<file path="config.mk">
export PLATFORM = sky130hd
export DESIGN_NAME = cli_merge
export DESIGN_NICKNAME = d
export VERILOG_FILES = /design/src/hdl/cli_pkg.sv /design/src/hdl/cli_merge.sv
export SDC_FILE = /design/constraint.sdc
export NUM_CORES = 1
export LEC_CHECK = 0
export BUFFER_PORTS_ARGS = -buffer_cell sky130_fd_sc_hd__buf_2
export CORE_MARGIN = 2
export CORE_UTILIZATION = 30
export CTS_CLUSTER_DIAMETER = 40
export DETAILED_ROUTE_END_ITERATION = 7
export GPL_ROUTABILITY_DRIVEN = 0
export PLACE_DENSITY_LB_ADDON = 0.25
export SLEW_MARGIN = 5
export SYNTH_ARGS = -nofsm -noshare
export SYNTH_HDL_FRONTEND = slang
export SYNTH_SLANG_ARGS = --single-unit
</file>
<file path="constraint.sdc">
create_clock -name clk -period 8.7 [get_ports clk]
set_clock_uncertainty 0.1 [all_clocks]
set_input_delay 0.87 -clock clk [delete_from_list [all_inputs] [get_ports clk]]
set_output_delay 0.87 -clock clk [all_outputs]
set_load 0.02 [all_outputs]
</file>
<file path="src/hdl/cli_pkg.sv">
`timescale 1ns / 1ps
// ----------------------------------------------------------------------------
// cli_pkg: shared types and constants of the cubic Lagrange interpolator
// Fixed-point widths, lane and pipeline geometry, saturation limits and the
// reciprocal used for the final divide by six.
// ----------------------------------------------------------------------------
package cli_pkg;

    // Fraction bits of the position input
    localparam int FRAC_BITS = 15;

    // Payload widths
    localparam int SAMPLE_W = 16;
    localparam int POS_W    = 17;

    // One lane per sample, each lane multiplies three position factors
    localparam int LANES   = 4;
    localparam int FACTORS = 3;

    // t - k*S for k in 0..3, signed
    localparam int DIFF_W   = ((FRAC_BITS + 2 > POS_W) ? FRAC_BITS + 2 : POS_W) + 1;
    // sample times -3, -1, 1 or 3
    localparam int COEF_W   = SAMPLE_W + 2;
    localparam int PAIR_W   = 2 * DIFF_W;
    localparam int SPLIT_W  = DIFF_W;
    localparam int TRIPLE_W = DIFF_W + COEF_W;
    localparam int LO_W     = SPLIT_W + 1 + TRIPLE_W;
    localparam int HI_W     = PAIR_W - SPLIT_W + TRIPLE_W;
    localparam int PROD_W   = PAIR_W + TRIPLE_W;
    localparam int SUM_W    = PROD_W + 2;

    // Scaling by S^3, then the divide by six
    localparam int SHIFT    = 3 * FRAC_BITS;
    localparam int SCALED_W = SUM_W - SHIFT;

    // Smallest scaled magnitudes that overflow the positive / negative range
    localparam int SAT_POS_LIMIT = 6 * 32768;
    localparam int SAT_NEG_LIMIT = 6 * 32769;

    // floor(x / 3) = (x * DIV3_MUL) >> DIV3_SHIFT, exact for x below 2^17
    localparam int DIV3_W     = 17;
    localparam int DIV3_SHIFT = 18;
    localparam int DIV3_MUL   = ((1 << DIV3_SHIFT) + 2) / 3;
    localparam int QPROD_W    = DIV3_W + DIV3_SHIFT;

    localparam logic [SAMPLE_W-1:0] VALUE_MAX = {1'b0, {(SAMPLE_W - 1){1'b1}}};
    localparam logic [SAMPLE_W-1:0] VALUE_MIN = {1'b1, {(SAMPLE_W - 1){1'b0}}};

    // Pipeline geometry: front stage, lane stages, merge stages
    localparam int LANE_STAGES  = 4;
    localparam int MERGE_STAGES = 4;
    localparam int PIPE_DEPTH   = 1 + LANE_STAGES + MERGE_STAGES;

    // Output queue
    localparam int OUT_PTR_W = 4;
    localparam int OUT_DEPTH = 1 << OUT_PTR_W;
    localparam int CNT_W     = $clog2(OUT_DEPTH + 1);

    typedef logic signed [DIFF_W-1:0] diff_t;
    typedef logic signed [COEF_W-1:0] coef_t;
    typedef logic signed [PROD_W-1:0] prod_t;
    typedef logic signed [SUM_W-1:0]  sum_t;

    typedef struct packed {
        logic [SAMPLE_W-1:0] value;
        logic                clipped;
    } result_beat_t;

endpackage

</file>
<file path="src/hdl/cli_merge.sv">
`timescale 1ns / 1ps
// ----------------------------------------------------------------------------
// cli_merge: lane merge, scaling and saturation
// Adds the four lane products through a registered tree, divides by 6*S^3
// with truncation toward zero and clamps to the 16-bit sample range.
// ----------------------------------------------------------------------------
module cli_merge import cli_pkg::*; (
    input  logic         clk,
    input  prod_t        product [LANES],
    output result_beat_t beat
);

    sum_t                sum_a_reg, sum_a_next;
    sum_t                sum_b_reg, sum_b_next;
    sum_t                acc_reg,   acc_next;
    logic                neg_reg,   neg_next;
    logic                clip_reg,  clip_next;
    logic [DIV3_W-1:0]   half_reg,  half_next;
    result_beat_t        beat_reg,  beat_next;
    logic [SUM_W-1:0]    mag;
    logic [SCALED_W-1:0] scaled;
    logic [QPROD_W-1:0]  quot_prod;
    logic [SAMPLE_W-1:0] quot;

    // Stage 1 and 2: adder tree
    assign sum_a_next = SUM_W'(product[0]) + SUM_W'(product[1]);
    assign sum_b_next = SUM_W'(product[2]) + SUM_W'(product[3]);
    assign acc_next   = sum_a_reg + sum_b_reg;

    // Stage 3: magnitude, drop the S^3 scale, range check
    always_comb
    begin
        neg_next  = acc_reg[SUM_W-1];
        mag       = neg_next ? SUM_W'(-acc_reg) : SUM_W'(acc_reg);
        scaled    = mag[SUM_W-1:SHIFT];
        clip_next = neg_next ? (scaled >= SCALED_W'(SAT_NEG_LIMIT))
                             : (scaled >= SCALED_W'(SAT_POS_LIMIT));
        half_next = scaled[DIV3_W:1];
    end

    // Stage 4: divide by three via reciprocal, sign and clamp
    always_comb
    begin
        quot_prod = QPROD_W'(half_reg) * QPROD_W'(DIV3_MUL);
        quot      = quot_prod[DIV3_SHIFT +: SAMPLE_W];
        if (clip_reg)
        begin
            beat_next.value = neg_reg ? VALUE_MIN : VALUE_MAX;
        end
        else
        begin
            beat_next.value = neg_reg ? (SAMPLE_W'(0) - quot) : quot;
        end
        beat_next.clipped = clip_reg;
    end

    always_ff @(posedge clk)
    begin
        sum_a_reg <= sum_a_next;
        sum_b_reg <= sum_b_next;
        acc_reg   <= acc_next;
        neg_reg   <= neg_next;
        clip_reg  <= clip_next;
        half_reg  <= half_next;
        beat_reg  <= beat_next;
    end

    assign beat = beat_reg;

endmodule

</file>
==> impl_metrics.ini, run 1 <==
[status]
run_status = finished, final reports clean

[worst_setup_path]
setup.worst_path.start_class = flip-flop
path_cells = ha_1 > inv_1 > fa_1 > inv_1 > fa_1 > inv_1 > fa_1 > inv_1 > fa_1 > inv_1 > fa_1 > inv_1 > ha_1 > a21o_1 > a211oi_1 > or3b_2 > o221a_2 > a211oi_1 > a31oi_1 > nor4_1 > nand3_1 > o41ai_1 > xor2_1
endpoint_kind = flip-flop
required_ns = 9.10
worstSetupPathType = reg2reg
crit_slowest_cell = nor4_1
crit_path_max_fanout = 6
critical_path.top_delay_family = adder cells
cp_common_cell = inv_1
worstPathArrival_ns = 7.50
cpPeakStageDelay_ns = 0.64
path_buf_inv = 6

[clock_tree]
numCtsBuffers = 45
cts.hold.buffers_added = 0
cts_tree = yes
cts_root_buf = clkbuf_16
cts_sinks = 256
post_cts_buffers = 0
clk_latency_ns = 0.57
ctsResizeCount = 0
cts_max_level = 2
path_clk_slew_ns = 0.05
cts_max_path_buffers = 3

[sta]
rsz0062_at_grt = false
setup-violations-final = 0
hold_violations = 0
slew-limit-headroom_pct = 38.3
drv_slew = 0
fin_crit_sh_pct = 81.6
fmax_ghz = 0.141
worst_slew_pin_slew_ns = 0.917
period_needed_ns = 7.10
setup_tns_ns = 0

[placement]
io_buffers = 305
dpl.cell_count = 4060
dpl.hpwl_mm = 57.0
dpl_cell_area_um2 = 26100

[grt]
antenna_found_initial = 1
grt_pass1_wl_mm = 107
grt_max_degree = 31
grt_pass1_vias = 20366
grt_use_total_pct = 16.2
gr-total-overflow = 0

[cells_and_area]
area_growth_syn_to_layout_pct = 17.1
seq_area_um2 = 5120
fin_cells = 4142
nNetsFinal = 3795
postLayoutCoreUtil_pct = 35.5
layout-drive-gt1-share_pct = 13.6
fin_area_um2 = 27500
multi_input_area_um2 = 17200
largest_reg_flops = 74
final.fill_count = 8242

[synthesis]
synth.most_common_cell = ha_1
ys_seq_area_share_pct = 21.8
synthFlopType = dfxtp_1
syn_nets = 3520
yosys-top-cells-count = ha_1, a21oi_1, dfxtp_1
avgSynthCellArea_um2 = 8.42
synth-seq-cells = 256
async_flop_share_pct = 0
synth_edf_count = 0
synth_top_area_share_pct = 21.8
synth_cells = 2792
yosysWarnings = 0
yosys.cell_types.count = 83
netlist_area_um2 = 23500
synth_top_area_cell = dfxtp_1
synthTopCellsByArea = dfxtp_1, ha_1, fa_1

[routing]
firstDrtPassIters = 7
wl_per_cell_um = 16.2
first_iter_violations = 1221
totalWireLength_mm = 67.2
via_count = 20578
drcViolationCount = 0
via_per_inst = 4.97
ant_nets = 0

[floorplan]
initial_core_util_pct = 30.3
rows = 102
core-area_um2 = 77600
fp.dieArea_um2 = 80700
io_pins = 306
die_h_um = 284
fp.dieW_um = 284

[min_path]
hold_class = reg2reg

[run]
max-cap-violations = 0
## stage by stage
step	setup slack (ns)	hold slack [ns]
after floorplan	2.20	0.229
after global placement	1.73	0.348
after detailed placement	1.59	0.356
after CTS	1.60	0.377
after global routing	1.20	0.400
final	1.60	0.365
## logic make-up after synthesis
| logic type | after synthesis | synth area share (%) |
|---|---|---|
| multiplexers | 6 | 0.266 |
| buffers and inverters | 329 | 5.27 |
| flip-flops | 256 | 21.8 |
| AND/OR/NAND/NOR | 689 | 14.7 |
| XOR/XNOR | 241 | 8.97 |
| adder cells (fa/ha/maj) | 439 | 26.2 |
| AO/OA/AOI/OAI | 832 | 22.7 |
## cell type report
| class | count | area share, % |
|---|---|---|
| timing repair buffer | 307 | 5.60 |
| sequential | 256 | 18.6 |
| antenna | 1 | 0.00908 |
| tap | 1040 | 4.72 |
| multi-input combinational | 2207 | 62.3 |
| inverter | 250 | 3.41 |
| clock inverter | 32 | 1.19 |
| clock buffer | 49 | 4.18 |
## cell usage in the layout (no fill, tap or decap), types with 49 or more instances in the layout
master / instances
nand3_1: 70
xor2_1: 86
xnor2_1: 155
ha_1: 349
a21oi_1: 257
nand4_1: 55
buf_2: 305
nor2_1: 125
a21o_1: 156
o21ai_0: 150
dfxtp_1: 256
fa_1: 90
nor3_1: 49
inv_1: 249
nand2_1: 190
## per-layer routing
| layer | up-vias | part of all wire, % | GRT usage, % |
|---|---|---|---|
| met5 | - | 0 | 0 |
| li1 | 10541 | - | - |
| met3 | 72 | 3.2 | 1.63 |
| met4 | 0 | 2.1 | 4.20 |
| met1 | 9548 | 48 | 22.3 |
| met2 | 417 | 46 | 27.1 |
## final timing paths
kind / from / endpoint / slack (ns) / cells past startpoint
max: half_reg[6] / beat[14] / 1.60 / 23
min: sum_b_reg[0] / acc_reg[0] / 0.37 / 1
max reg2reg: half_reg[6] / beat[14] / 1.60 / 23
min reg2reg: sum_b_reg[0] / acc_reg[0] / 0.37 / 1
Power of run 1 is left out: the tool's default activity adds up to more than one toggle a clock period on the data nets, which glitch-free logic cannot reach.
==> inputs of run 2 (changes only) <==
==> constraint.sdc (replaced) <==
create_clock -name clk -period 6.6 [get_ports clk]
set_clock_uncertainty 0.1 [all_clocks]
set_input_delay 0.66 -clock clk [delete_from_list [all_inputs] [get_ports clk]]
set_output_delay 0.66 -clock clk [all_outputs]
set_load 0.02 [all_outputs]
==> run 2 against run 1 <==
Compared with the run above: via count rose by 0.99%; highest routed layer unchanged; critical endpoint unchanged; die area unchanged; hold slack got worse by 0.12 ns; count of clock-buffer cells in the layout decreased by 2; final cell count increased by 0.53%.
==> impl_metrics.ini, run 2 (same netlist as run 1, synthesis figures left out) <==
[floorplan]
io_pins = 306
fp.dieW_um = 284
die_h_um = 284
rows = 102
core-area_um2 = 77600
initial_core_util_pct = 30.3
fp.dieArea_um2 = 80700

[sta]
rsz0062_at_grt = false
fin_crit_sh_pct = 96.0
hold_violations = 0
slew-limit-headroom_pct = 30.4
worst_slew_pin_slew_ns = 1.03
period_needed_ns = 6.33
fmax_ghz = 0.158
drv_slew = 0
setup-violations-final = 0
setup_tns_ns = 0

[min_path]
hold_start = product[216]
hold_depth = 2
hold_class = in2reg
holdPathEnd = sum_a_reg[0]

[routing]
via_count = 20782
wl_per_cell_um = 16.2
totalWireLength_mm = 67.4
firstDrtPassIters = 5
first_iter_violations = 1056
via_per_inst = 4.99
ant_nets = 0
drcViolationCount = 0

[clock_tree]
cts_sinks = 256
cts_max_path_buffers = 3
cts_tree = yes
cts_root_buf = clkbuf_16
numCtsBuffers = 43
cts_max_level = 2
clk_latency_ns = 0.57
cts.hold.buffers_added = 0
path_clk_slew_ns = 0.05

[worst_setup_path]
crit_path_max_fanout = 4
r2r_slack_ns = 0.27
reg2regPathDepth = 24
required_ns = 6.98
worstPathArrival_ns = 6.71
r2r-start = half_reg[6]
r2r_end = beat[14]
setup.worst_path.start_class = flip-flop
worstSetupPathType = reg2reg
endpoint_kind = flip-flop

[cells_and_area]
layout-drive-gt1-share_pct = 15.1
area_growth_syn_to_layout_pct = 18.8
nNetsFinal = 3816
final_cell_mix = ha_1, buf_2, a21oi_1, dfxtp_1, inv_1
fin_cells = 4164
largest_reg_flops = 74
mostFrequentLayoutCell = ha_1

[grt]
grt_pass1_wl_mm = 107
grt_use_total_pct = 16.2
gr-total-overflow = 0
grt_pass1_vias = 20488
antenna_found_initial = 2
grt_max_degree = 31

[status]
run_status = finished, final reports clean

[placement]
dpl.cell_count = 4081
io_buffers = 305
dpl.hpwl_mm = 57.3

[run]
max-cap-violations = 0
run 2: cell count changes in the layout (fill, tap and decap cells not counted), sizes merged:
cell	previous run	this run
buf	307	330
bufinv	2	5
clkinv	13	10
clkbuf	49	47
clkinvlp	4	6
inv	263	261
diode	1	2
run 2: metal layers:
metal | wire length (um) | GRT usage (%) | up-vias
met5 | 0 | 0 | -
met4 | 1530 | 4.28 | 0
met3 | 2410 | 1.86 | 83
met2 | 31100 | 26.7 | 429
met1 | 32400 | 22.2 | 9692
li1 | - | - | 10578
run 2: cell type report:
| cell class | count | area [um^2] |
|---|---|---|
| timing repair buffer | 330 | 1720 |
| clock buffer | 47 | 1100 |
| antenna | 2 | 5.00 |
| multi-input combinational | 2207 | 17400 |
| clock inverter | 32 | 390 |
| sequential | 256 | 5130 |
| fill | 8222 | 49600 |
| tap | 1040 | 1300 |
| inverter | 250 | 938 |
run 2: worst max path at each step:
stage | startpoint | endpoint | slack, ns | cells after the start
after global routing | half_reg[8] | beat[15] | 0.01 | 25
after CTS | half_reg[6] | beat[14] | 0.02 | 24
after global placement | half_reg[6] | beat[14] | 0.10 | 24
final | half_reg[6] | beat[14] | 0.27 | 24
after detailed placement | half_reg[6] | beat[14] | 0.03 | 24
after floorplan | half_reg[4] | beat[14] | 0.10 | 23
run 2: what timing repair did:
action / CTS / global route
buffers inserted: 0 / 2
endpoints found under the hold margin: 0 / 0
endpoints found under the setup margin: 0 / 9
resized for setup: 0 / 33
run 2: per-stage QoR:
stage	hold WS, ns	util, %	area [um^2]	setup WS (ns)
final	0.242	36.0	27900	0.265
after global routing	0.223	36.0	27900	0.00964
after CTS	0.215	35.7	27700	0.0215
after detailed placement	0.357	33.8	26200	0.0306
after global placement	0.359	33.8	26200	0.102
after floorplan	0.229	-	23500	0.103
run 2: critical path: stages, from the launching register on:
cell	delay (ns)
dfxtp_2	0.34
ha_4	0.26
inv_1	0.04
fa_1	0.49
inv_2	0.05
fa_1	0.49
inv_1	0.05
fa_1	0.52
inv_1	0.05
fa_1	0.54
inv_1	0.06
fa_1	0.52
inv_1	0.04
ha_1	0.30
a21o_1	0.20
a211oi_2	0.22
or3b_4	0.39
o221a_2	0.25
a211oi_2	0.23
a31oi_2	0.07
nor4_2	0.24
buf_4	0.18
nand3_4	0.10
o41ai_4	0.35
xor2_1	0.18
Power of run 2 is left out for the same reason.
