File: config.mk
export PLATFORM = sky130hd
export DESIGN_NAME = cli_out_fifo
export DESIGN_NICKNAME = d
export VERILOG_FILES = /design/src/hdl/cli_pkg.sv /design/src/hdl/cli_out_fifo.sv
export SDC_FILE = /design/constraint.sdc
export NUM_CORES = 1
export LEC_CHECK = 0
export CAP_MARGIN = 15
export CORE_UTILIZATION = 53
export CTS_BUF_LIST = sky130_fd_sc_hd__clkbuf_8
export DETAILED_ROUTE_END_ITERATION = 8
export DONT_BUFFER_PORTS = 1
export HOLD_SLACK_MARGIN = 0.12
export PLACE_DENSITY = 0.8
export SLEW_MARGIN = 10
export SYNTH_ARGS = -nofsm -noshare
export SYNTH_HDL_FRONTEND = slang
export SYNTH_SLANG_ARGS = --single-unit
File: constraint.sdc
create_clock -name clk -period 5.7 [get_ports clk]
set_clock_uncertainty 0.15 [all_clocks]
set_input_delay 0.57 -clock clk [delete_from_list [all_inputs] [get_ports clk]]
set_output_delay 0.57 -clock clk [all_outputs]
set_load 0.005 [all_outputs]
File: src/hdl/cli_pkg.sv
`timescale 1ns / 1ps
// ----------------------------------------------------------------------------
// cli_pkg: shared types and constants of the cubic Lagrange interpolator
// Fixed-point widths, lane and pipeline geometry, saturation limits and the
// reciprocal used for the final divide by six.
// ----------------------------------------------------------------------------
package cli_pkg;

    // Fraction bits of the position input
    localparam int FRAC_BITS = 15;

    // Payload widths
    localparam int SAMPLE_W = 16;
    localparam int POS_W    = 17;

    // One lane per sample, each lane multiplies three position factors
    localparam int LANES   = 4;
    localparam int FACTORS = 3;

    // t - k*S for k in 0..3, signed
    localparam int DIFF_W   = ((FRAC_BITS + 2 > POS_W) ? FRAC_BITS + 2 : POS_W) + 1;
    // sample times -3, -1, 1 or 3
    localparam int COEF_W   = SAMPLE_W + 2;
    localparam int PAIR_W   = 2 * DIFF_W;
    localparam int SPLIT_W  = DIFF_W;
    localparam int TRIPLE_W = DIFF_W + COEF_W;
    localparam int LO_W     = SPLIT_W + 1 + TRIPLE_W;
    localparam int HI_W     = PAIR_W - SPLIT_W + TRIPLE_W;
    localparam int PROD_W   = PAIR_W + TRIPLE_W;
    localparam int SUM_W    = PROD_W + 2;

    // Scaling by S^3, then the divide by six
    localparam int SHIFT    = 3 * FRAC_BITS;
    localparam int SCALED_W = SUM_W - SHIFT;

    // Smallest scaled magnitudes that overflow the positive / negative range
    localparam int SAT_POS_LIMIT = 6 * 32768;
    localparam int SAT_NEG_LIMIT = 6 * 32769;

    // floor(x / 3) = (x * DIV3_MUL) >> DIV3_SHIFT, exact for x below 2^17
    localparam int DIV3_W     = 17;
    localparam int DIV3_SHIFT = 18;
    localparam int DIV3_MUL   = ((1 << DIV3_SHIFT) + 2) / 3;
    localparam int QPROD_W    = DIV3_W + DIV3_SHIFT;

    localparam logic [SAMPLE_W-1:0] VALUE_MAX = {1'b0, {(SAMPLE_W - 1){1'b1}}};
    localparam logic [SAMPLE_W-1:0] VALUE_MIN = {1'b1, {(SAMPLE_W - 1){1'b0}}};

    // Pipeline geometry: front stage, lane stages, merge stages
    localparam int LANE_STAGES  = 4;
    localparam int MERGE_STAGES = 4;
    localparam int PIPE_DEPTH   = 1 + LANE_STAGES + MERGE_STAGES;

    // Output queue
    localparam int OUT_PTR_W = 4;
    localparam int OUT_DEPTH = 1 << OUT_PTR_W;
    localparam int CNT_W     = $clog2(OUT_DEPTH + 1);

    typedef logic signed [DIFF_W-1:0] diff_t;
    typedef logic signed [COEF_W-1:0] coef_t;
    typedef logic signed [PROD_W-1:0] prod_t;
    typedef logic signed [SUM_W-1:0]  sum_t;

    typedef struct packed {
        logic [SAMPLE_W-1:0] value;
        logic                clipped;
    } result_beat_t;

endpackage

File: src/hdl/cli_out_fifo.sv
`timescale 1ns / 1ps
// ----------------------------------------------------------------------------
// cli_out_fifo: result queue
// Holds finished beats until the consumer takes them; admission upstream is
// credit based so a push never meets a full queue.
// ----------------------------------------------------------------------------
module cli_out_fifo import cli_pkg::*; (
    input  logic         clk,
    input  logic         rst_n,
    input  logic         push,
    input  result_beat_t push_beat,
    input  logic         pop,
    output logic         out_valid,
    output result_beat_t out_beat
);

    result_beat_t         store [OUT_DEPTH];
    logic [OUT_PTR_W-1:0] wr_ptr_reg, wr_ptr_next;
    logic [OUT_PTR_W-1:0] rd_ptr_reg, rd_ptr_next;
    logic [CNT_W-1:0]     count_reg,  count_next;

    // Pointer and fill bookkeeping
    always_comb
    begin
        wr_ptr_next = push ? wr_ptr_reg + OUT_PTR_W'(1) : wr_ptr_reg;
        rd_ptr_next = pop  ? rd_ptr_reg + OUT_PTR_W'(1) : rd_ptr_reg;
        count_next  = count_reg + CNT_W'(push) - CNT_W'(pop);
    end

    always_ff @(posedge clk or negedge rst_n)
    begin
        if (!rst_n)
        begin
            wr_ptr_reg <= '0;
            rd_ptr_reg <= '0;
            count_reg  <= '0;
        end
        else
        begin
            wr_ptr_reg <= wr_ptr_next;
            rd_ptr_reg <= rd_ptr_next;
            count_reg  <= count_next;
        end
    end

    // Storage write
    always_ff @(posedge clk)
    begin
        if (push)
        begin
            store[wr_ptr_reg] <= push_beat;
        end
    end

    assign out_valid = (count_reg != '0);
    assign out_beat  = store[rd_ptr_reg];

endmodule

==> results of run 1 <==
[timing repair]
item	CTS	global route
endpoints found under the setup margin	0	0
gates resized for setup	0	0
hold buffers	20	0
hold endpoints to repair	293	0
[kinds of logic (layout without fill, tap and decap cells)]
family                   Yosys count  count (layout)  synth area share
adder cells (fa/ha/maj)           12              12            0.0143
multiplexers                      69              69             0.147
flip-flops                       285             285             0.770
AND/OR/NAND/NOR                   50              50            0.0192
AO/OA/AOI/OAI                     39              39            0.0259
XOR/XNOR                          10              10           0.00794
buffers and inverters             34             119            0.0161
[metal layers]
metal | track usage | up-vias | share of wire
li1 | - | 2203 | -
met1 | 0.282 | 2760 | 0.38
met2 | 0.371 | 246 | 0.51
met3 | 0.0475 | 53 | 0.080
met4 | 0.0792 | 0 | 0.026
met5 | 0 | - | 0
[final timing paths]
check | end | slack [ns]
min reg2reg | rd_ptr_reg[3]$_DFFE_PN0P_ | 0.41
min | wr_ptr_reg[2]$_DFFE_PN0P_ | 0.22
min in group asynchronous | wr_ptr_reg[1]$_DFFE_PN0P_ | 0.31
max reg2reg | store[0][0]$_DFFE_PP_ | 3.11
max | out_beat[11] | 1.90
max in group asynchronous | rd_ptr_reg[0]$_DFFE_PN0P_ | 4.67
[cell type report]
type                       count  share of cell area
multi-input combinational    180               0.195
tap                          270              0.0273
timing repair buffer          39              0.0277
inverter                       8             0.00243
clock inverter                26             0.00870
clock buffer                  46              0.0512
sequential                   285               0.687
[power groups by stage]
stage               Combinational, mW  Clock (mW)  Sequential (mW)
floorplan                        1.23           0             2.64
global placement                 1.39           0             2.82
detailed placement               1.44           0             2.85
CTS                              1.48        1.49             2.81
global route                     1.58        1.57             2.84
finish                           1.46        1.46             2.80
[stage by stage]
stage                     area [um^2]  setup slack (ns)  total power, mW
after floorplan                 11000              2.96             3.87
after global placement          11400              2.45             4.21
after detailed placement        11400              2.40             4.28
after CTS                       12400              1.80             5.78
after global routing            12400              1.70             5.99
final                           12400              1.90             5.72
[layout by cell type (no fill, tap or decap), types with 2 or more instances in the layout]
cell                            synthesis  layout
sky130_fd_sc_hd__nand2b_1               2       2
sky130_fd_sc_hd__nor2_2                 0      12
sky130_fd_sc_hd__xor2_1                 5       5
sky130_fd_sc_hd__xnor2_1                5       5
sky130_fd_sc_hd__nand4_1                2       2
sky130_fd_sc_hd__ha_1                  11      11
sky130_fd_sc_hd__clkbuf_8               0      46
sky130_fd_sc_hd__nor3_2                 0       4
sky130_fd_sc_hd__a22oi_1               34      34
sky130_fd_sc_hd__dfrtp_1               13      11
sky130_fd_sc_hd__mux4_2                48      48
sky130_fd_sc_hd__clkinvlp_4             0       2
sky130_fd_sc_hd__clkinv_2               0       2
sky130_fd_sc_hd__nor2_1                14       2
sky130_fd_sc_hd__nand2_1               24      24
sky130_fd_sc_hd__clkinv_1               0       7
sky130_fd_sc_hd__inv_1                  8      23
sky130_fd_sc_hd__a21oi_1                2       2
sky130_fd_sc_hd__buf_4                  3      19
sky130_fd_sc_hd__dlygate4sd3_1          0      20
sky130_fd_sc_hd__mux4_1                20      20
sky130_fd_sc_hd__edfxtp_1             272     272
==> impl_summary.log, run 1 <==
INFO  metric core-area = 20300 um^2
INFO  metric globalRouteOverflowTotal = 0
INFO  metric setup_violations = 0
INFO  metric antenna_left = 0
INFO  metric highest_delay_cell_along_the_critical_path = sky130_fd_sc_hd__dfrtp_4
INFO  metric worstMarginPinSlew = around 1.1 ns
INFO  metric dieArea = between 20000 and 25000 um^2
INFO  metric rows = 52
INFO  metric worst_setup_path_start_kind = flip-flop
INFO  metric nFillCells = approximately 1400
INFO  metric cp_cell_sequence = buf_4 > mux4_2 > a22oi_1 > nand2_1
INFO  metric worst_hold_startpoint = push
INFO  metric number_of_enable_type_register_cells_in_the_synthesized_netlist = between 200 and 300
INFO  metric period_needed = around 3.8 ns
INFO  metric largest_net_degree_at_the_start_of_global_routing = between 50 and 60
INFO  metric routed_wirelength = between 20 and 25 mm
INFO  metric yosysSeqAreaShare = 0.770
INFO  metric post-route-util = 0.609
INFO  metric wire_per_inst = between 20 and 30 um
INFO  metric timing.fmax = between 0.2 and 0.3 GHz
INFO  metric leakage_power_of_the_design = between 4 and 5 nW
INFO  metric worst_r2r_startpoint = wr_ptr_reg[0]$_DFFE_PN0P_
INFO  metric synth_cell_types = 27
INFO  metric timing.final.hold_violations = 0
INFO  metric postCtsSetupRepairBufs = 0
INFO  metric cp_num_cells = 4
INFO  metric rr_worst_depth = 5
INFO  metric power.share.combinational = 0.255
INFO  metric synth_async_sr_flop_share = 0.0456
INFO  metric max-clock-path-buffers = 3
INFO  metric clock_power_share = 0.255
INFO  metric die_h = 146 um
INFO  metric yosys_register_bits = 285
INFO  metric cp-end-kind = output port
INFO  metric cpLargestDelayFamily = flip-flops
INFO  metric tritoncts = built
INFO  metric vias_in_the_first_global_route = approximately 5500
INFO  metric cts.sinks = 285
INFO  metric multi_input_comb_area = about 2400 um^2
INFO  metric gpl.final_weighted_congestion = 0.730
INFO  metric initial_core_util = 0.543
INFO  metric critPathLaunch = rd_ptr_reg[0]$_DFFE_PN0P_
INFO  metric timing.final.max_slew_violations = 0
INFO  metric hold_path.class = input pin to flip-flop
INFO  metric num_vias = approximately 5300
INFO  metric post-dp-hpwl = around 12 mm
INFO  metric drt_iter0_drc = 498
INFO  metric power-per-cell-area = 463 nW/um^2
INFO  metric timing.critical_path.fanout_max = between 50 and 60
INFO  metric post-place-cells = about 760
INFO  metric ys_warn_count = 0
INFO  metric critPathKind = flip-flop to output port
INFO  metric fin_setup_tns = 0 ns
INFO  metric layoutNonFillerInstCount = 854
INFO  metric worst_hold_depth = 2
INFO  metric count_of_mapped_cells_out_of_synthesis = around 500
INFO  metric port-buffer-count = 0
INFO  metric drc = 0
INFO  metric largest_register_ff_count = between 200 and 300
INFO  metric clk-insertion-delay-late = approximately 0.54 ns
INFO  metric clkTransAtPathRegs = roughly 0.060 ns
INFO  metric numCtsBuffers = between 40 and 50
INFO  metric synthFlopType = sky130_fd_sc_hd__edfxtp_1
INFO  metric timing.critical_path.slowest_cell_delay = 1.06 ns
INFO  metric synthMostInstantiatedCell = sky130_fd_sc_hd__edfxtp_1
INFO  metric timing.critical_path.arrival = ~3 ns
INFO  metric ctsHtreeMaxLevel = 2
INFO  metric power.internal = between 3 and 4 mW
INFO  metric final_nets = a little under 600
INFO  metric synthesis.area_per_instance = about 22 um^2
INFO  metric outcome = finished, final reports clean
INFO  metric power.share.switching = 0.304
INFO  metric final.period_utilization = 0.666
INFO  metric global_route_wire_length_before_repair = 33.5 mm
INFO  metric worst_slew_margin_rel = 0.250
INFO  metric netlist_top_cells_area = sky130_fd_sc_hd__edfxtp_1, sky130_fd_sc_hd__mux4_2, sky130_fd_sc_hd__mux4_1
INFO  metric vdd_drop_max = between 0.0003 and 0.0004 V
INFO  metric dieWidth = 146 um
INFO  metric power_switching = around 1.7 mW
INFO  metric synth_largest_area_cell = sky130_fd_sc_hd__edfxtp_1
INFO  metric layout_overhead_on_the_synthesized_area = 12.1%
INFO  metric postSynthNetCount = roughly 530
INFO  metric gr-usage-all-layers = 0.219
INFO  metric drt_first_pass_iters = 5
INFO  metric power.sequential.fraction = 0.490
INFO  metric diodes = 0
INFO  metric crit_buf_inv = 1
INFO  metric clockRootBuffer = sky130_fd_sc_hd__clkbuf_8
INFO  metric area_share_of_the_largest_cell_type_after_synthesis = 0.740
INFO  metric hold_ws = between 0.2 and 0.25 ns
INFO  metric mappedNetlistArea = roughly 11000 um^2
INFO  metric worst-endpoint-required = roughly 5.0 ns
INFO  metric grt_setup_unrepaired = no
INFO  metric post_route_cells_drive_above_1_share = 0.235
INFO  metric detail_route.vias_per_cell = 6.16
INFO  metric antenna_violations_before_repair = 0
INFO  metric ff_latch_area = approximately 8500 um^2
INFO  metric cap_violations = 0
INFO  metric cell_types_with_the_highest_counts_after_synthesis = sky130_fd_sc_hd__edfxtp_1, sky130_fd_sc_hd__mux4_2, sky130_fd_sc_hd__a22oi_1
INFO  metric boundaryPins = 39
Power figures use the tool's default switching activity.
==> run 2: changes to the inputs <==
--- a/config.mk
+++ b/config.mk
@@ -5,13 +5,14 @@
 export SDC_FILE = /design/constraint.sdc
 export NUM_CORES = 1
 export LEC_CHECK = 0
+export ABC_AREA = 1
 export CAP_MARGIN = 15
 export CORE_UTILIZATION = 53
 export CTS_BUF_LIST = sky130_fd_sc_hd__clkbuf_8
 export DETAILED_ROUTE_END_ITERATION = 8
 export DONT_BUFFER_PORTS = 1
 export HOLD_SLACK_MARGIN = 0.12
-export PLACE_DENSITY = 0.8
+export PLACE_DENSITY = 0.83
 export SLEW_MARGIN = 10
 export SYNTH_ARGS = -nofsm -noshare
 export SYNTH_HDL_FRONTEND = slang
==> constraint.sdc (replaced) <==
create_clock -name clk -period 3.35 [get_ports clk]
set_clock_uncertainty 0.15 [all_clocks]
set_input_delay 0.335 -clock clk [delete_from_list [all_inputs] [get_ports clk]]
set_output_delay 0.335 -clock clk [all_outputs]
set_load 0.005 [all_outputs]
==> impl_summary.log, run 2 <==
INFO  metric final_cell_mix = sky130_fd_sc_hd__nand2_1, sky130_fd_sc_hd__edfxtp_1, sky130_fd_sc_hd__inv_1 (was sky130_fd_sc_hd__edfxtp_1, sky130_fd_sc_hd__mux4_2, sky130_fd_sc_hd__clkbuf_8)
INFO  metric boundaryPins = 39 (unchanged)
INFO  metric area_share_of_the_largest_cell_type_after_synthesis = 0.662 (was 0.740)
INFO  metric largest_register_ff_count = 272 (unchanged)
INFO  metric ctsHtreeMaxLevel = 2 (unchanged)
INFO  metric hold_path.class = input pin to flip-flop (unchanged)
INFO  metric critPathMostFrequentCell = sky130_fd_sc_hd__nand3_1
INFO  metric fin_setup_tns = 0 ns (unchanged)
INFO  metric antenna_violations_before_repair = 0 (unchanged)
INFO  metric synthesis.area_per_instance = 10.4 um^2 (was 22.1 um^2)
INFO  metric critPathKind = flip-flop to output port (unchanged)
INFO  metric worst_slew_margin_rel = 0.390 (was 0.250)
INFO  metric power-per-cell-area = 792 nW/um^2 (was 463 nW/um^2)
INFO  metric worstMarginPinSlew = 0.910 ns (was 1.12 ns)
INFO  metric ys_warn_count = 0 (unchanged)
INFO  metric port-buffer-count = 0 (unchanged)
INFO  metric core-area = 22700 um^2 (was 20300 um^2)
INFO  metric global_route_wire_length_before_repair = 42.8 mm (was 33.5 mm)
INFO  metric netlist_top_cells_area = sky130_fd_sc_hd__edfxtp_1, sky130_fd_sc_hd__nand2_1, sky130_fd_sc_hd__nand3_1 (was sky130_fd_sc_hd__edfxtp_1, sky130_fd_sc_hd__mux4_2, sky130_fd_sc_hd__mux4_1)
INFO  metric vias_in_the_first_global_route = 8107 (was 5454)
INFO  metric drt_iter0_drc = 1112 (was 498)
INFO  metric numCtsBuffers = 42 (was 44)
INFO  metric postCtsSetupRepairBufs = 0 (unchanged)
INFO  metric critPathLaunch = rd_ptr_reg[1]$_DFFE_PN0P_ (was rd_ptr_reg[0]$_DFFE_PN0P_)
INFO  metric post-route-util = 0.601 (was 0.609)
INFO  metric dieArea = 23900 um^2 (was 21400 um^2)
INFO  metric die_h = 155 um (was 146 um)
INFO  metric period_needed = around 3 ns
INFO  metric synth_async_sr_flop_share = 0.0456 (unchanged)
INFO  metric layout_commonest_cell = sky130_fd_sc_hd__nand2_1 (was sky130_fd_sc_hd__edfxtp_1)
INFO  metric synthFlopType = sky130_fd_sc_hd__edfxtp_1 (unchanged)
INFO  metric cell_types_with_the_highest_counts_after_synthesis = sky130_fd_sc_hd__nand2_1, sky130_fd_sc_hd__edfxtp_1, sky130_fd_sc_hd__inv_1 (was sky130_fd_sc_hd__edfxtp_1, sky130_fd_sc_hd__mux4_2, sky130_fd_sc_hd__a22oi_1)
INFO  metric clk-insertion-delay-late = 0.55 ns (was 0.54 ns)
INFO  metric worst-endpoint-required = 2.86 ns (was 4.98 ns)
INFO  metric wire_per_inst = 18.3 um (was 26.5 um)
INFO  metric timing.final.hold_violations = 0 (unchanged)
INFO  metric globalRouteOverflowTotal = 0 (unchanged)
INFO  metric worst_r2r_startpoint = wr_ptr_reg[0]$_DFFE_PN0P_ (unchanged)
INFO  metric crit_buf_inv = 2 (was 1)
INFO  metric count_of_mapped_cells_out_of_synthesis = 1181 (was 499)
INFO  metric highest_delay_cell_along_the_critical_path = sky130_fd_sc_hd__dfrtp_2 (was sky130_fd_sc_hd__dfrtp_4)
INFO  metric max-clock-path-buffers = 3 (unchanged)
INFO  metric synth_largest_area_cell = sky130_fd_sc_hd__edfxtp_1 (unchanged)
INFO  metric layout_overhead_on_the_synthesized_area = 10.8% (was 12.1%)
INFO  metric grt_setup_unrepaired = no (unchanged)
INFO  metric tritoncts = built (unchanged)
INFO  metric detail_route.vias_per_cell = 5.47 (was 6.16)
INFO  metric setup_violations = 0 (unchanged)
INFO  metric cts.sinks = 285 (unchanged)
INFO  metric synth_cell_types = 19 (was 27)
INFO  metric vdd_drop_max = 0.000377 V (was 0.000305 V)
INFO  metric yosysSeqAreaShare = 0.689 (was 0.770)
INFO  metric timing.critical_path.fanout_max = 55 (was 53)
INFO  metric fin_total_pwr = 10.8 mW (was 5.72 mW)
INFO  metric diodes = 0 (unchanged)
INFO  metric post-place-cells = 1436 (was 762)
INFO  metric cap_violations = 0 (unchanged)
INFO  metric timing.critical_path.slowest_cell_delay = 0.77 ns (was 1.06 ns)
INFO  metric number_of_enable_type_register_cells_in_the_synthesized_netlist = 272 (unchanged)
INFO  metric timing.final.max_slew_violations = 0 (unchanged)
INFO  metric worst_hold_startpoint = push (unchanged)
INFO  metric nFillCells = 1645 (was 1397)
INFO  metric routed_wirelength = 28.1 mm (was 22.7 mm)
INFO  metric gpl.final_weighted_congestion = 0.801 (was 0.730)
INFO  metric cp_cell_sequence = inv_2 > buf_12 > nand3_1 > nand3_1 > nand3_1 > nand2_1 (was buf_4 > mux4_2 > a22oi_1 > nand2_1)
INFO  metric outcome = finished, final reports clean (unchanged)
INFO  metric drc = 0 (unchanged)
INFO  metric cp-end-kind = output port (unchanged)
INFO  metric clockRootBuffer = sky130_fd_sc_hd__clkbuf_8 (unchanged)
INFO  metric post_route_cells_drive_above_1_share = 0.0745 (was 0.235)
INFO  metric rows = 55 (was 52)
INFO  metric num_vias = 8380 (was 5262)
INFO  metric timing.fmax = around 0.33 GHz
INFO  metric final.period_utilization = 0.891
INFO  metric final_nets = 1249 (was 591)
INFO  metric cpLargestDelayFamily = flip-flops (unchanged)
INFO  metric layoutNonFillerInstCount = 1533 (was 854)
INFO  metric mappedNetlistArea = 12300 um^2 (was 11000 um^2)
INFO  metric gr-usage-all-layers = 0.238 (was 0.219)
INFO  metric dieWidth = 155 um (was 146 um)
INFO  metric drt_first_pass_iters = 6 (was 5)
INFO  metric yosys_register_bits = 285 (unchanged)
INFO  metric initial_core_util = 0.543 (about the same)
INFO  metric timing.critical_path.arrival = 2.50 ns (was 3.08 ns)
INFO  metric post-dp-hpwl = 15.5 mm (was 12.1 mm)
INFO  metric hold_ws = 0.148 ns (was 0.216 ns)
INFO  metric worst_setup_path_start_kind = flip-flop (unchanged)
INFO  metric antenna_left = 0 (unchanged)
INFO  metric largest_net_degree_at_the_start_of_global_routing = 140 (was 54)
INFO  metric synthMostInstantiatedCell = sky130_fd_sc_hd__nand2_1 (was sky130_fd_sc_hd__edfxtp_1)
INFO  metric clkTransAtPathRegs = 0.06 ns (about the same)
INFO  metric postSynthNetCount = 1214 (was 532)
INFO  metric leakage_power_of_the_design = 5.92 nW (was 4.10 nW)
==> run 2: changes by cell type in the layout (fill, tap and decap cells not counted), moves of 6 or more <==
cell / previous run / this run
sky130_fd_sc_hd__nand2_1: 24 / 369
sky130_fd_sc_hd__inv_1: 23 / 232
sky130_fd_sc_hd__nand3_1: 1 / 206
sky130_fd_sc_hd__mux4_2: 48 / 0
sky130_fd_sc_hd__a22oi_1: 34 / 0
sky130_fd_sc_hd__mux4_1: 20 / 0
sky130_fd_sc_hd__clkinv_1: 7 / 13
==> run 2: metal layers <==
layer  vias up  global-route usage  share of wire  wire length, um
met3       115              0.0426          0.094             2650
met2       514               0.401           0.49            13800
met5         -                   0              0                0
met1      3882               0.295           0.37            10400
li1       3869                   -              -                -
met4         0               0.121          0.043             1200
==> run 2: final cells by class <==
type,instances,area [um^2],area share
Sequential cell,285,8500,0.622
Multi-Input combinational cell,622,2810,0.205
Inverter,219,825,0.0604
Clock buffer,45,619,0.0453
Timing Repair Buffer,46,435,0.0319
Tap cell,285,357,0.0261
Clock inverter,31,120,0.00879
==> run 2: timing repair <==
action,in CTS,in global routing
hold endpoints to repair,299,0
hold buffers,21,0
gates resized for setup,0,0
==> run 2: final timing paths <==
path	to	slack (ns)	cells after the start
setup reg to reg	store[11][16]$_DFFE_PP_	1.03	4
setup / recovery	out_beat[6]	0.36	6
min in group asynchronous	count_reg[4]$_DFF_PN0_	0.68	2
hold / removal	store[1][16]$_DFFE_PP_	0.15	2
hold reg to reg	wr_ptr_reg[0]$_DFFE_PN0P_	0.42	1
max in group asynchronous	rd_ptr_reg[0]$_DFFE_PN0P_	1.90	2
==> run 2: kinds of logic after synthesis <==
group / share of synthesized area
AO/OA/AOI/OAI: 0.00162
buffers and inverters: 0.0869
flip-flops: 0.689
AND/OR/NAND/NOR: 0.203
XOR/XNOR: 0.00710
adder cells (fa/ha/maj): 0.0128
==> run 2: stage by stage <==
step / worst slack [ns] / area [um^2]
global placement: 1.03 / 12700
global route: 0.309 / 13700
floorplan: 1.31 / 12300
detailed placement: 0.993 / 12700
finish: 0.364 / 13700
CTS: 0.382 / 13700
==> run 2: power breakdown <==
part	switching, mW	internal, mW	leakage [nW]	total (mW)
sequential	0.189	4.33	2.61	4.52
combinational	2.70	1.10	2.87	3.79
clock	1.27	1.23	0.443	2.50
total	4.15	6.66	5.92	10.8
==> run 3: changes to the inputs <==
==> constraint.sdc (replaced) <==
create_clock -name clk -period 2.5 [get_ports clk]
set_clock_uncertainty 0.15 [all_clocks]
set_input_delay 0.25 -clock clk [delete_from_list [all_inputs] [get_ports clk]]
set_output_delay 0.25 -clock clk [all_outputs]
set_load 0.005 [all_outputs]
==> impl_summary.log, run 3 (synthesized netlist as in run 2, its figures left out) <==
INFO  metric final_critical_path_setup_slack = 0.00596 ns (was 0.364 ns)
INFO  metric period_needed = between 2 and 2.5 ns
INFO  metric cp-end-kind = output port (unchanged)
INFO  metric gpl.final_weighted_congestion = 0.819 (was 0.801)
INFO  metric core-area = 22700 um^2 (unchanged)
INFO  metric cp_cell_sequence = inv_12 > buf_16 > nand2_1 > nand2_1 > nand2_1 > nand3_1 > nand3_1 > nand2_2 (was inv_2 > buf_12 > nand3_1 > nand3_1 > nand3_1 > nand2_1)
INFO  metric fin_total_pwr = 15.4 mW (was 10.8 mW)
INFO  metric layout_overhead_on_the_synthesized_area = 13.7% (was 10.8%)
INFO  metric hold_path.class = input pin to flip-flop (unchanged)
INFO  metric timing.fmax = about 0.4 GHz
INFO  metric wire_per_inst = 19.4 um (was 18.3 um)
INFO  metric dp_worst_setup_slack = 0.467 ns (was 0.993 ns)
INFO  metric die_h = 155 um (unchanged)
INFO  metric timing.critical_path.slowest_cell_delay = 0.58 ns (was 0.77 ns)
INFO  metric rows = 55 (unchanged)
INFO  metric timing.final.hold_violations = 0 (unchanged)
INFO  metric timing.critical_path.fanout_max = 27 (was 55)
INFO  metric numCtsBuffers = 43 (was 42)
INFO  metric antenna_left = 0 (unchanged)
INFO  metric worst_setup_path_start_kind = flip-flop (unchanged)
INFO  metric vias_in_the_first_global_route = 8292 (was 8107)
INFO  metric critPathMostFrequentCell = sky130_fd_sc_hd__nand2_1 (was sky130_fd_sc_hd__nand3_1)
INFO  metric power-per-cell-area = 1100 nW/um^2 (was 792 nW/um^2)
INFO  metric clkTransAtPathRegs = 0.06 ns (about the same)
INFO  metric worstMarginPinSlew = 0.705 ns (was 0.910 ns)
INFO  metric post-dp-hpwl = 16.5 mm (was 15.5 mm)
INFO  metric post_route_cells_drive_above_1_share = 0.0966 (was 0.0745)
INFO  metric timing.critical_path.arrival = 2.09 ns (was 2.50 ns)
INFO  metric layout_commonest_cell = sky130_fd_sc_hd__nand2_1 (unchanged)
INFO  metric leakage_power_of_the_design = 6.07 nW (was 5.92 nW)
INFO  metric ctsHtreeMaxLevel = 2 (unchanged)
INFO  metric drt_iter0_drc = 1184 (was 1112)
INFO  metric diodes = 0 (unchanged)
INFO  metric timing.final.max_slew_violations = 0 (unchanged)
INFO  metric max-clock-path-buffers = 3 (unchanged)
INFO  metric tritoncts = built (unchanged)
INFO  metric nFillCells = 1621 (was 1645)
INFO  metric largest_net_degree_at_the_start_of_global_routing = 71 (was 140)
INFO  metric initial_core_util = 0.543 (unchanged)
INFO  metric cap_violations = 0 (unchanged)
INFO  metric dieWidth = 155 um (unchanged)
INFO  metric drt_first_pass_iters = 5 (was 6)
INFO  metric outcome = finished, final reports clean (unchanged)
INFO  metric worst-endpoint-required = 2.10 ns (was 2.86 ns)
INFO  metric clockRootBuffer = sky130_fd_sc_hd__clkbuf_8 (unchanged)
INFO  metric port-buffer-count = 0 (unchanged)
INFO  metric cts.sinks = 285 (unchanged)
INFO  metric final_nets = 1268 (was 1249)
INFO  metric final.period_utilization = 0.998
INFO  metric dieArea = 23900 um^2 (unchanged)
INFO  metric detail_route.vias_per_cell = 5.61 (was 5.47)
INFO  metric largest_register_ff_count = 272 (unchanged)
INFO  metric routed_wirelength = 30.0 mm (was 28.1 mm)
INFO  metric global_route_wire_length_before_repair = 45.1 mm (was 42.8 mm)
INFO  metric vdd_drop_max = 0.000595 V (was 0.000377 V)
INFO  metric setup_violations = 0 (unchanged)
INFO  metric boundaryPins = 39 (unchanged)
INFO  metric globalRouteOverflowTotal = 0 (unchanged)
INFO  metric clk-insertion-delay-late = 0.55 ns (about the same)
INFO  metric highest_delay_cell_along_the_critical_path = sky130_fd_sc_hd__dfrtp_4 (was sky130_fd_sc_hd__dfrtp_2)
INFO  metric gr-usage-all-layers = 0.252 (was 0.238)
INFO  metric worst_slew_margin_rel = 0.529 (was 0.390)
INFO  metric drc = 0 (unchanged)
INFO  metric antenna_violations_before_repair = 0 (unchanged)
INFO  metric num_vias = 8680 (was 8380)
INFO  metric critPathKind = flip-flop to output port (unchanged)
INFO  metric final_cell_mix = sky130_fd_sc_hd__nand2_1, sky130_fd_sc_hd__edfxtp_1, sky130_fd_sc_hd__inv_1 (unchanged)
INFO  metric grt_setup_unrepaired = yes (was no)
[run 3: cell count changes in the layout (fill, tap and decap cells not counted), sizes merged]
| cell | before | now |
|---|---|---|
| clkinv | 16 | 15 |
| buf | 25 | 41 |
| bufinv | 0 | 2 |
| inv | 234 | 231 |
| clkinvlp | 0 | 1 |
[run 3: layout make-up]
cell class                 count  area, um^2  share of cell area
timing repair inverter         1        8.76            0.000625
inverter                     219         835              0.0595
tap                          285         357              0.0254
clock inverter                29         180              0.0129
sequential                   285        8500               0.606
clock buffer                  44         606              0.0432
multi-input combinational    622        2810               0.201
timing repair buffer          63         723              0.0516
[run 3: final timing paths]
| path | start | to | slack [ns] | depth (start not counted) |
|---|---|---|---|---|
| max | rd_ptr_reg[0]$_DFFE_PN0P_ | out_beat[9] | 0.006 | 8 |
| min | pop | rd_ptr_reg[1]$_DFFE_PN0P_ | 0.42 | 3 |
| max reg2reg | count_reg[0]$_DFF_PN0_ | count_reg[4]$_DFF_PN0_ | 0.35 | 9 |
| min reg2reg | wr_ptr_reg[0]$_DFFE_PN0P_ | wr_ptr_reg[0]$_DFFE_PN0P_ | 0.43 | 1 |
| max in group asynchronous | rst_n | rd_ptr_reg[0]$_DFFE_PN0P_ | 1.10 | 2 |
| min in group asynchronous | rst_n | count_reg[1]$_DFF_PN0_ | 0.57 | 2 |
[run 3: report_power, final]
| group | internal, mW | switching [mW] | total, mW | leakage, nW |
|---|---|---|---|---|
| clock | 1.84 | 1.73 | 3.58 | 0.452 |
| combinational | 1.82 | 3.96 | 5.78 | 3.01 |
| sequential | 5.80 | 0.228 | 6.03 | 2.61 |
| total | 9.46 | 5.92 | 15.4 | 6.07 |
[run 3: repair_timing]
| item | CTS | global route |
|---|---|---|
| setup buffers | 0 | 5 |
| hold buffers | 21 | 0 |
| gates resized for setup | 4 | 6 |
| gates cloned | 1 | 2 |
| setup endpoints to repair | 17 | 16 |
| hold endpoints to repair | 322 | 0 |
[run 3: per-layer routing]
layer | global-route usage | wire [um] | vias up
met1 | 0.329 | 11000 | 4105
met5 | 0 | 0 | -
met4 | 0.132 | 1110 | 0
li1 | - | - | 3912
met3 | 0.0440 | 3030 | 93
met2 | 0.407 | 14800 | 570
[run 3: critical path: cells and delay by family, from the launching register on]
kind          cells  cell delay (ns)
simple gates      6             0.63
flops             1             0.58
buf+inv           2             0.32
[run 3: stage by stage]
stage / TNS (ns) / std cells / hold WS, ns / cell area (um^2) / utilization
2_1_floorplan: 0 / 1181 / -0.196 / 12300 / -
3_3_place_gp: 0 / 1446 / -0.195 / 12900 / 0.567
3_5_place_dp: 0 / 1446 / -0.195 / 12900 / 0.567
4_1_cts: 0 / 1541 / 0.389 / 13900 / 0.613
5_1_grt: -0.0656 / 1548 / 0.436 / 14000 / 0.617
6_report: 0 / 1548 / 0.415 / 14000 / 0.617
